`src/sv/lurl_pkg.sv`:
```
// ----------------------------------------------------------------------------
// lurl_pkg
// shared types, sizes and helpers for the longest unique run length block
// ----------------------------------------------------------------------------
package lurl_pkg;

  localparam int POSITION_BITS = 16;
  localparam int ALPHABET_SIZE = 256;
  localparam int SYM_BITS      = (ALPHABET_SIZE > 1) ? $clog2(ALPHABET_SIZE) : 1;
  localparam int SYMBOL_W      = 8;
  localparam int LEN_W         = 16;
  localparam int QUEUE_DEPTH   = 4;
  localparam int QPTR_W        = $clog2(QUEUE_DEPTH);
  localparam int QCNT_W        = QPTR_W + 1;

  typedef logic [POSITION_BITS-1:0] pos_t;
  typedef logic [SYM_BITS-1:0]      sym_t;
  typedef logic [LEN_W-1:0]         len_t;

  // highest count a string may reach; a symbol arriving at it is not entered
  localparam pos_t POS_LIMIT = '1;
  localparam len_t LEN_MAX   = '1;

  // one classified symbol, passed from front to back
  typedef struct packed {
    pos_t pos;      // position of this symbol in its string
    pos_t prev;     // latest earlier position of the same symbol
    logic seen;     // prev is valid for this string
    logic entered;  // symbol was inside the position range
    logic last;     // final symbol of the string
  } lurl_item_t;

  // fold a byte into the alphabet, restoring subtraction over eight steps
  function automatic sym_t sym_reduce(input logic [SYMBOL_W-1:0] v);
    logic [15:0] r;
    r = {8'd0, v};
    for (int i = 7; i >= 0; i--) begin
      if (r >= (16'(ALPHABET_SIZE) << i)) begin
        r = r - (16'(ALPHABET_SIZE) << i);
      end
    end
    return r[SYM_BITS-1:0];
  endfunction

  function automatic len_t sat_len(input pos_t v);
    if (33'(v) > 33'(LEN_MAX)) begin
      return LEN_MAX;
    end
    return LEN_W'(v);
  endfunction

endpackage

```
`src/sv/lurl_front.sv`:
```
// ----------------------------------------------------------------------------
// lurl_front
// accepts symbols, looks up and updates the last-position table and seen marks
// ----------------------------------------------------------------------------
module lurl_front import lurl_pkg::*; (
  input  logic                clk,
  input  logic                rst,
  input  logic                sym_valid,
  output logic                sym_ready,
  input  logic [SYMBOL_W-1:0] symbol,
  input  logic                end_of_string,
  input  logic [QCNT_W-1:0]   q_level,
  output logic                push,
  output lurl_item_t          push_item
);

  sym_t                     sym;
  logic                     accept;
  logic                     full_pos;
  logic [QCNT_W:0]          occupancy;

  pos_t                     last_position [ALPHABET_SIZE];
  logic [ALPHABET_SIZE-1:0] seen_mark;
  pos_t                     count;

  logic                     s1_valid;
  pos_t                     s1_pos;
  pos_t                     prev_rd;
  logic                     s1_seen;
  logic                     s1_entered;
  logic                     s1_last;

  assign sym       = sym_reduce(symbol);
  assign full_pos  = (count == POS_LIMIT);
  // words in the stage register count against the queue space
  assign occupancy = {1'b0, q_level} + {{QCNT_W{1'b0}}, s1_valid};
  assign sym_ready = (occupancy < (QCNT_W + 1)'(QUEUE_DEPTH));
  assign accept    = sym_valid & sym_ready;

  // table read returns the old entry while the new position is written
  always_ff @(posedge clk) begin
    if (accept) begin
      prev_rd <= last_position[sym];
      if (!full_pos) begin
        last_position[sym] <= count;
      end
    end
  end

  always_ff @(posedge clk) begin
    if (rst) begin
      s1_valid  <= 1'b0;
      count     <= '0;
      seen_mark <= '0;
    end else begin
      s1_valid <= accept;
      if (accept) begin
        if (end_of_string) begin
          count     <= '0;
          seen_mark <= '0;
        end else if (!full_pos) begin
          count          <= count + pos_t'(1);
          seen_mark[sym] <= 1'b1;
        end
      end
    end
  end

  always_ff @(posedge clk) begin
    if (accept) begin
      s1_pos     <= count;
      s1_seen    <= seen_mark[sym];
      s1_entered <= !full_pos;
      s1_last    <= end_of_string;
    end
  end

  assign push              = s1_valid;
  assign push_item.pos     = s1_pos;
  assign push_item.prev    = prev_rd;
  assign push_item.seen    = s1_seen;
  assign push_item.entered = s1_entered;
  assign push_item.last    = s1_last;

endmodule

```
`src/sv/lurl_queue.sv`:
```
// ----------------------------------------------------------------------------
// lurl_queue
// short first-in first-out queue between front and back
// ----------------------------------------------------------------------------
module lurl_queue import lurl_pkg::*; (
  input  logic              clk,
  input  logic              rst,
  input  logic              push,
  input  lurl_item_t        push_item,
  input  logic              pop,
  output logic              head_valid,
  output lurl_item_t        head,
  output logic [QCNT_W-1:0] level
);

  lurl_item_t        entries [QUEUE_DEPTH];
  logic [QPTR_W-1:0] wr_ptr;
  logic [QPTR_W-1:0] rd_ptr;

  assign head_valid = (level != '0);
  assign head       = entries[rd_ptr];

  always_ff @(posedge clk) begin
    if (push) begin
      entries[wr_ptr] <= push_item;
    end
  end

  always_ff @(posedge clk) begin
    if (rst) begin
      wr_ptr <= '0;
      rd_ptr <= '0;
      level  <= '0;
    end else begin
      if (push) begin
        wr_ptr <= wr_ptr + QPTR_W'(1);
      end
      if (pop) begin
        rd_ptr <= rd_ptr + QPTR_W'(1);
      end
      case ({push, pop})
        2'b10:   level <= level + QCNT_W'(1);
        2'b01:   level <= level - QCNT_W'(1);
        default: level <= level;
      endcase
    end
  end

`ifndef ASSERT_OFF
  a_no_overrun: assert property (@(posedge clk) disable iff (rst)
    push |-> (level != QCNT_W'(QUEUE_DEPTH)))
    else $error("queue written while full");

  a_no_underrun: assert property (@(posedge clk) disable iff (rst)
    pop |-> (level != '0))
    else $error("queue read while empty");
`endif

endmodule

```
`src/sv/lurl_back.sv`:
```
// ----------------------------------------------------------------------------
// lurl_back
// window and best-length update, result register
// ----------------------------------------------------------------------------
module lurl_back import lurl_pkg::*; (
  input  logic       clk,
  input  logic       rst,
  input  logic       head_valid,
  input  lurl_item_t head,
  output logic       pop,
  output logic       res_valid,
  input  logic       res_ready,
  output len_t       longest_length,
  output logic       too_long
);

  pos_t window_start;
  pos_t best_length;
  logic overflowed;

  logic can_take;
  logic ws_hit;
  pos_t ws_moved;
  pos_t run;
  pos_t window_start_next;
  pos_t best_length_next;
  logic overflowed_next;

  assign can_take = !res_valid || res_ready;
  // only a final symbol needs the result register
  assign pop      = head_valid && (!head.last || can_take);

  always_comb begin
    ws_hit            = head.seen && (head.prev >= window_start);
    ws_moved          = ws_hit ? head.prev + pos_t'(1) : window_start;
    run               = head.pos - ws_moved + pos_t'(1);
    window_start_next = head.entered ? ws_moved : window_start;
    best_length_next  = (head.entered && (run > best_length)) ? run : best_length;
    overflowed_next   = overflowed | !head.entered;
  end

  always_ff @(posedge clk) begin
    if (rst) begin
      res_valid    <= 1'b0;
      window_start <= '0;
      best_length  <= '0;
      overflowed   <= 1'b0;
    end else begin
      if (res_valid && res_ready) begin
        res_valid <= 1'b0;
      end
      if (pop) begin
        if (head.last) begin
          res_valid    <= 1'b1;
          window_start <= '0;
          best_length  <= '0;
          overflowed   <= 1'b0;
        end else begin
          window_start <= window_start_next;
          best_length  <= best_length_next;
          overflowed   <= overflowed_next;
        end
      end
    end
  end

  always_ff @(posedge clk) begin
    if (pop && head.last) begin
      longest_length <= sat_len(best_length_next);
      too_long       <= overflowed_next;
    end
  end

`ifndef ASSERT_OFF
  a_string_clears: assert property (@(posedge clk) disable iff (rst)
    (pop && head.last) |=> (window_start == '0 && best_length == '0 && !overflowed))
    else $error("string state not cleared after final word");

  a_best_grows: assert property (@(posedge clk) disable iff (rst)
    (pop && !head.last && head.entered) |=> (best_length != '0))
    else $error("best length zero after an entered symbol");
`endif

endmodule

```
`src/sv/longest_unique_run_length.sv`:
```
// ----------------------------------------------------------------------------
// longest_unique_run_length
// length of the longest run of distinct bytes in each string of a byte stream
// ----------------------------------------------------------------------------
// input channel s_axis: one byte per word in tdata, tlast on the final byte
// of a string. output channel m_axis: one word per string, tdata holds the
// longest run length (saturated), tuser flags a string that ran past the
// position range (symbols beyond it are dropped from the window).
// throughput: one byte per cycle while the queue has room. the front reads
// and rewrites the last-position table in the same cycle (single port, old
// data on read), so no byte waits on the one before it; the back keeps window
// start, best length and overrun flag, a compare and subtract per cycle.
// the final byte passes stage register and queue, then the result register.
// when m_axis stalls, bytes keep flowing until the 4-word queue between
// front and back fills; a stalled result only blocks the next final byte.
// reset: seen marks are flip-flops cleared at once, no clearing pass; the
// block takes bytes in the first cycle after reset.
// ----------------------------------------------------------------------------
module longest_unique_run_length import lurl_pkg::*; (
  input  logic                clk,
  input  logic                rst,
  input  logic                s_axis_tvalid,
  output logic                s_axis_tready,
  input  logic [SYMBOL_W-1:0] s_axis_tdata,   // [7:0] symbol
  input  logic                s_axis_tlast,   // end_of_string
  output logic                m_axis_tvalid,
  input  logic                m_axis_tready,
  output logic [LEN_W-1:0]    m_axis_tdata,   // [15:0] longest_length
  output logic [0:0]          m_axis_tuser    // [0] too_long
);

  logic              push;
  lurl_item_t        push_item;
  logic              pop;
  logic              head_valid;
  lurl_item_t        head;
  logic [QCNT_W-1:0] q_level;
  logic              too_long;

  // front: table lookup and classification of each byte
  lurl_front u_front (
    .clk           (clk),
    .rst           (rst),
    .sym_valid     (s_axis_tvalid),
    .sym_ready     (s_axis_tready),
    .symbol        (s_axis_tdata),
    .end_of_string (s_axis_tlast),
    .q_level       (q_level),
    .push          (push),
    .push_item     (push_item)
  );

  // decoupling queue
  lurl_queue u_queue (
    .clk        (clk),
    .rst        (rst),
    .push       (push),
    .push_item  (push_item),
    .pop        (pop),
    .head_valid (head_valid),
    .head       (head),
    .level      (q_level)
  );

  // back: window tracking and result word
  lurl_back u_back (
    .clk            (clk),
    .rst            (rst),
    .head_valid     (head_valid),
    .head           (head),
    .pop            (pop),
    .res_valid      (m_axis_tvalid),
    .res_ready      (m_axis_tready),
    .longest_length (m_axis_tdata),
    .too_long       (too_long)
  );

  assign m_axis_tuser = too_long;

endmodule

```
`config.mk`:
```
export PLATFORM = sky130hd
export DESIGN_NAME = longest_unique_run_length
export DESIGN_NICKNAME = d
export VERILOG_FILES = /design/src/sv/lurl_pkg.sv /design/src/sv/lurl_front.sv /design/src/sv/lurl_queue.sv /design/src/sv/lurl_back.sv /design/src/sv/longest_unique_run_length.sv
export SDC_FILE = /design/constraint.sdc
export NUM_CORES = 2
export LEC_CHECK = 0
export BUFFER_PORTS_ARGS = -buffer_cell sky130_fd_sc_hd__buf_2
export CAP_MARGIN = 0
export CORE_UTILIZATION = 35
export CTS_BUF_LIST = sky130_fd_sc_hd__clkbuf_4 sky130_fd_sc_hd__clkbuf_8 sky130_fd_sc_hd__clkbuf_16
export CTS_CLUSTER_DIAMETER = 30
export DETAILED_ROUTE_END_ITERATION = 7
export GPL_TIMING_DRIVEN = 0
export PLACE_DENSITY = 0.52
export SYNTH_ARGS = -nofsm -noshare
export SYNTH_HDL_FRONTEND = slang
export SYNTH_MEMORY_MAX_BITS = 65536
export SYNTH_SLANG_ARGS = --single-unit
```
`constraint.sdc`:
```
create_clock -name clk -period 9.4 [get_ports clk]
set_input_delay 1.41 -clock clk [delete_from_list [all_inputs] [get_ports clk]]
set_output_delay 1.41 -clock clk [all_outputs]
set_load 0.01 [all_outputs]
```
Yosys cells after proc, flatten, opt, wreduce, memory -nomap -nowiden
Memory sizes are Yosys's and may differ from the RTL's. A register that Yosys moved wholly into a read port is not among the register bits. Cells that the tools add are included.

Bits in writable memories: 4236. Bits in registers: 350. Memories: 2.

Reductions and logical operators: 17. $lt $le $gt $ge: 5. Add/sub/neg operators: 9. Bitwise gates (word level): 3. Mux-type cells: 25. Equal/unequal tests: 4.

Memory list: u_front.last_position (words 256, bits a word 16, rd ports 1, clocked after memory_dff 1, write ports 1, RTL line lurl_front.sv:22) `pos_t last_position [ALPHABET_SIZE];`; u_queue.entries (words 4, bits a word 35, rd ports 1, clocked after memory_dff 1, write ports 1, RTL line lurl_queue.sv:16) `lurl_item_t entries [QUEUE_DEPTH];`.

Operators by type and width (number): two-way mux 256 bit (2); bitwise OR 256 bit (1); two-way mux 16 bit (7); adder 16 x 1 -> 16 bit (second input constant) (3); equality test 16 bit (second input constant) (1); greater-or-equal comparator 16 bit (1); greater-than comparator 16 bit (1); subtractor 16 bit (1); two-way mux 1 bit (11); < comparator 8 x 9 -> 1 bit (second input constant) (1); binary-select mux 1 bit (select 8 bit) (1); demux 1 bit (select 8 bit) (1); greater-or-equal comparator 8 x 1 -> 1 bit (second input constant) (1); logical AND 1 bit (6); case mux 3 bit (2 select lines) (1); adder 2 x 1 -> 2 bit (second input constant) (2); adder 3 x 1 -> 4 bit (1); zero test 1 bit (4); < comparator 4 x 3 -> 1 bit (second input constant) (1); two-way mux 2 bit (2); AND reduction 2 bit (2); nonzero test 2 bit (2); adder 3 x 1 -> 3 bit (second input constant) (1); nonzero test 3 bit (1); 7 further kinds (8).

Logic depth before layout (Yosys ltp)
Depth in word-level cells: 9. Depth in mapped cells: 32.

By module
From an unflattened synthesis, not the netlist that was laid out.

Cells, all modules: 8501. Area, all modules: 176230.3 um^2.

Modules (own cells, without submodules): lurl_front (instances 1, sequential area each 129514.2 um^2, cells an instance 7853, area each 166773.7 um^2); lurl_queue (instances 1, sequential area each 4384.2 um^2, cells an instance 225, area each 5521.5 um^2); lurl_back (instances 1, sequential area each 1191.1 um^2, cells an instance 423, area each 3935.0 um^2).

Worst setup path before layout
No wires, ideal clock.

Kind: register to register. From: register with a tool-made name. To: register u_back.longest_length[15], data pin. Clock period less this slack: 7.707 ns. Path buffers: 3. Arrival: 7.442 ns. Stages on the path, launching flop included: 31. Library setup time: 0.266 ns. Slack: 1.693 ns. Required time: 9.134 ns. Cell sequence: dfxtp_1 > buf_4 > buf_6 > mux4_2 > ha_1 > a21o_1 > nand3_1 > o211ai_1 > a2111o_1 > nand2_1 > buf_2 > mux2_2 > ha_1 > inv_1 > ha_1 > fa_1 > a21o_1 > a21oi_1 > o21bai_1 > a2111oi_0 > o21a_1 > nor2_1 > ha_1 > a21o_1 > a21o_1 > a21o_1 > a2111oi_0 > o2111ai_1 > nand2_1 > nand4b_1 > or3b_1.

RTL lines: to (signal assigned) (RTL line lurl_back.sv:69) `longest_length <= sat_len(best_length_next);`; to (decl) (RTL line lurl_back.sv:13) `output len_t longest_length,`.

==> qor.txt <==
Status: finished with violations
Failing checks: DRC, capacitance limit, slew limit
Final Cycle Share: 0.938
Max-Cap Viols: 13
Die width: 715 µm
Peak VDD IR: 203 µV
CTS tree: built
Clock slew seen by the registers of the worst setup and hold paths: 0.05 ns
First DRT Iteration DRCs: 16300
Layout cell share with drive strength beyond 1: 0.390
Fraction of registers with async set or reset after synthesis: 0
Cell area after layout: 226000 µm²
Final antenna-violating net count: 0
Gr usage total: 0.260
Startpoint Class: register
H-Tree Depth: 6
Worst setup margin: 0.587 ns
Inserted Clock Buffers: 920
Site Rows: 261
Post-synth net total: 8175
Final nets: 9410
Clock latency on the worst-skew pair: 1.15 ns
Die H: 715 µm
Root buf cell: clkbuf_16
Area leader, netlist: edfxtp_1
Worst slew pin tran: 1.64 ns
Slew headroom: -0.0904
Leak pwr: 66.0 nW
Max frequency: 113 MHz
FF+latch count, synth: 4604
Worst reg-to-reg setup slack: 0.59 ns
Critical path's slowest cell: a2111oi_1
DR pass1 iterations: 8
Slew Viols, Final: 121
Synth warn: 0
Post-Syn Area: 178000 µm²
Pre-CTS WS: 0.164 ns
Fill cells: 42100
Worst hold slack: 0.463 ns
Min-delay worst type: reg -> reg
Power Density: 271 nW/µm²
Final setup fails: 0
Area Overhead vs Synth: 27.0%
First-pass GRT wire length: 885000 µm
Overall via count from detail_route: 99600
Worst r2r path cells: 30
Crit-path max cell delay: 0.64 ns
RePlAce Congestion: 0.985
Critical R2R Capture: u_back.longest_length[9]
Final Critical Period: 8.81 ns
Kind of critical path: reg -> reg
CP required: 10.26 ns
Clk sinks: 4604
Final wirelength: 676000 µm
Initial antenna violation count: 84
Cell Area, Placed: 194000 µm²
Clock Tree Buf Depth: 4
Via-to-Cell Ratio: 5.90
Final Skew: 0.0862 ns
Post-synth EDFFs: 4288
Critical Path End: u_back.longest_length[9]
Routed wire length per instance: 40.0 µm
Avg Cell Area, Syn: 22.0 µm²
Setup_tns: 0 ns
Final hold vios: 0
Die Area: 512000 µm²
IO Pins: 32
PortBufs: 27
Starting Density: 0.352
Global route overflow: 0
Setup bufs post-CTS: 0
Largest net degree at the start of global routing: 109
Post-synth top flop: edfxtp_1
Hpwl dp: 459000 µm
Worst setup EP type: register
Sequential element share of the synthesized area: 0.759
Unrepaired setup endpoints after global routing: false
Synth area leaders: edfxtp_1 72%, mux4_2 18%, dfxtp_1 3.6%
Remaining DRCs: 3
CORE AREA: 506000 µm²
Most frequent CP cell: a21o_1
CP max FO: 10
Post-Syn Instances: 8092
Synth cell types: 70
Top-area cell type share of the netlist area: 0.723
Via count of the first global-routing pass: 97400
Arrival @ worst endpoint: 9.68 ns
==> cell families (layout without fill, tap and decap cells) <==
group | count (synthesis) | in the layout | synth area share
muxes | 1484 | 1484 | 0.184
and+or+nand+nor | 896 | 896 | 0.0212
adders and majority gates | 70 | 70 | 0.00500
buffers and inverters | 531 | 2580 | 0.0135
AOI/OAI and AO/OA | 469 | 469 | 0.0155
DFF | 4604 | 4604 | 0.759
xor gates and xnor gates | 38 | 38 | 0.00187
other | 0 | 42 | 0
==> how the worst min path moves through the flow <==
stage | startpoint | to | slack (ns) | cells past startpoint
final | u_front.seen_mark[10] | u_front.seen_mark[10] | 0.46 | 2
after global routing | u_front.seen_mark[66] | u_front.seen_mark[66] | 0.48 | 2
after CTS | u_front.seen_mark[214] | u_front.seen_mark[214] | 0.46 | 2
after detailed placement | u_front.seen_mark[214] | u_front.seen_mark[214] | 0.45 | 2
after global placement | u_front.seen_mark[164] | u_front.seen_mark[164] | 0.44 | 2
after floorplan | u_front.seen_mark[102] | u_front.seen_mark[102] | 0.43 | 2
==> layout by cell type (no fill, tap or decap), types with 124 or more instances in the layout <==
cell type and instances:
clkbuf_16 927, nor2_1 346, edfxtp_1 4288, clkinv_1 145, dfxtp_1 300, clkinv_2 160, clkbuf_1 141, bufinv_16 124
buf_8 127, a21oi_1 307, buf_2 170, nor2_2 179, mux4_2 1433
==> metrics by stage <==
step,power [mW],utilization,instances
6_report,61.3,0.447,16900
5_1_grt,62.8,0.447,16900
4_1_cts,61.4,0.447,16800
3_5_place_dp,28.3,0.383,15100
3_3_place_gp,28.3,0.369,14800
2_1_floorplan,26.2,-,8092
==> worst max-delay path: cells and delay by family, from the launching register on <==
| kind | cells | cell delay, ns |
|---|---|---|
| adders and majority gates | 5 | 1.58 |
| AOI/OAI and AO/OA | 13 | 3.61 |
| DFF | 1 | 0.32 |
| buffers and inverters | 5 | 1.22 |
| muxes | 2 | 0.99 |
| and+or+nand+nor | 5 | 0.82 |
==> layer usage <==
layer / vias to the layer above / global-route usage / part of all wire
li1: 37000 / - / -
met1: 54000 / 0.337 / 0.37
met2: 7068 / 0.391 / 0.44
met3: 1461 / 0.0848 / 0.12
met4: 18 / 0.137 / 0.062
met5: - / 0.00462 / 0.00067
==> synth_stat cells (8+ instances only) <==
cell,count
edfxtp_1,4288
mux4_2,1433
nor2_1,602
dfxtp_1,316
a21oi_1,307
clkbuf_1,253
buf_2,115
nand2_1,93
ha_1,68
nand3_1,61
inv_1,59
buf_1,49
nor3_1,43
buf_4,36
mux2i_1,36
o21ai_0,30
xnor2_1,24
a21o_1,22
buf_6,18
a22oi_1,16
nand4_1,16
mux2_2,15
xor2_1,14
nor2b_1,13
o31a_1,13
and2_1,11
nand2b_1,11
nor4_1,9
or2_2,9
a31oi_1,8
or3_1,8
==> where the power goes <==
| group | total, mW | internal, mW | switching (mW) |
|---|---|---|---|
| clock | 33.3 | 21.9 | 11.4 |
| sequential | 22.5 | 22.4 | 0.0844 |
| combinational | 5.50 | 1.91 | 3.59 |
| total | 61.3 | 46.2 | 15.1 |
==> final cells by class <==
class / count / area (µm²) / area share
flip-flops and latches: 4604 / 135000 / 0.598
multi-input cells: 2957 / 41600 / 0.184
clock buffers: 1038 / 24100 / 0.107
well taps: 6706 / 8390 / 0.0371
clock inverters: 698 / 8110 / 0.0359
repair buffers: 313 / 6030 / 0.0267
plain buffers: 471 / 2360 / 0.0104
inverters: 60 / 225 / 0.000996
diodes: 42 / 105 / 0.000465
==> state kept, by name (all words and copies together), names as in the netlist, 2 cells and up, named ones only <==
name / cells
u_front.last_position: 4096
u_front.seen_mark: 256
u_queue.entries: 140
u_back.best_length: 16
u_back.longest_length: 16
u_back.window_start: 16
u_front.count: 16
u_front.prev_rd: 16
u_front.s1_pos: 16
u_queue.level: 3
u_queue.rd_ptr: 2
u_queue.wr_ptr: 2
==> timing repair <==
| action | CTS | global route |
|---|---|---|
| hold buffers | 0 | 0 |
| setup endpoints to repair | 0 | 30 |
| resized for setup | 0 | 4 |
No activity file was read; power rests on OpenSTA's default activity.
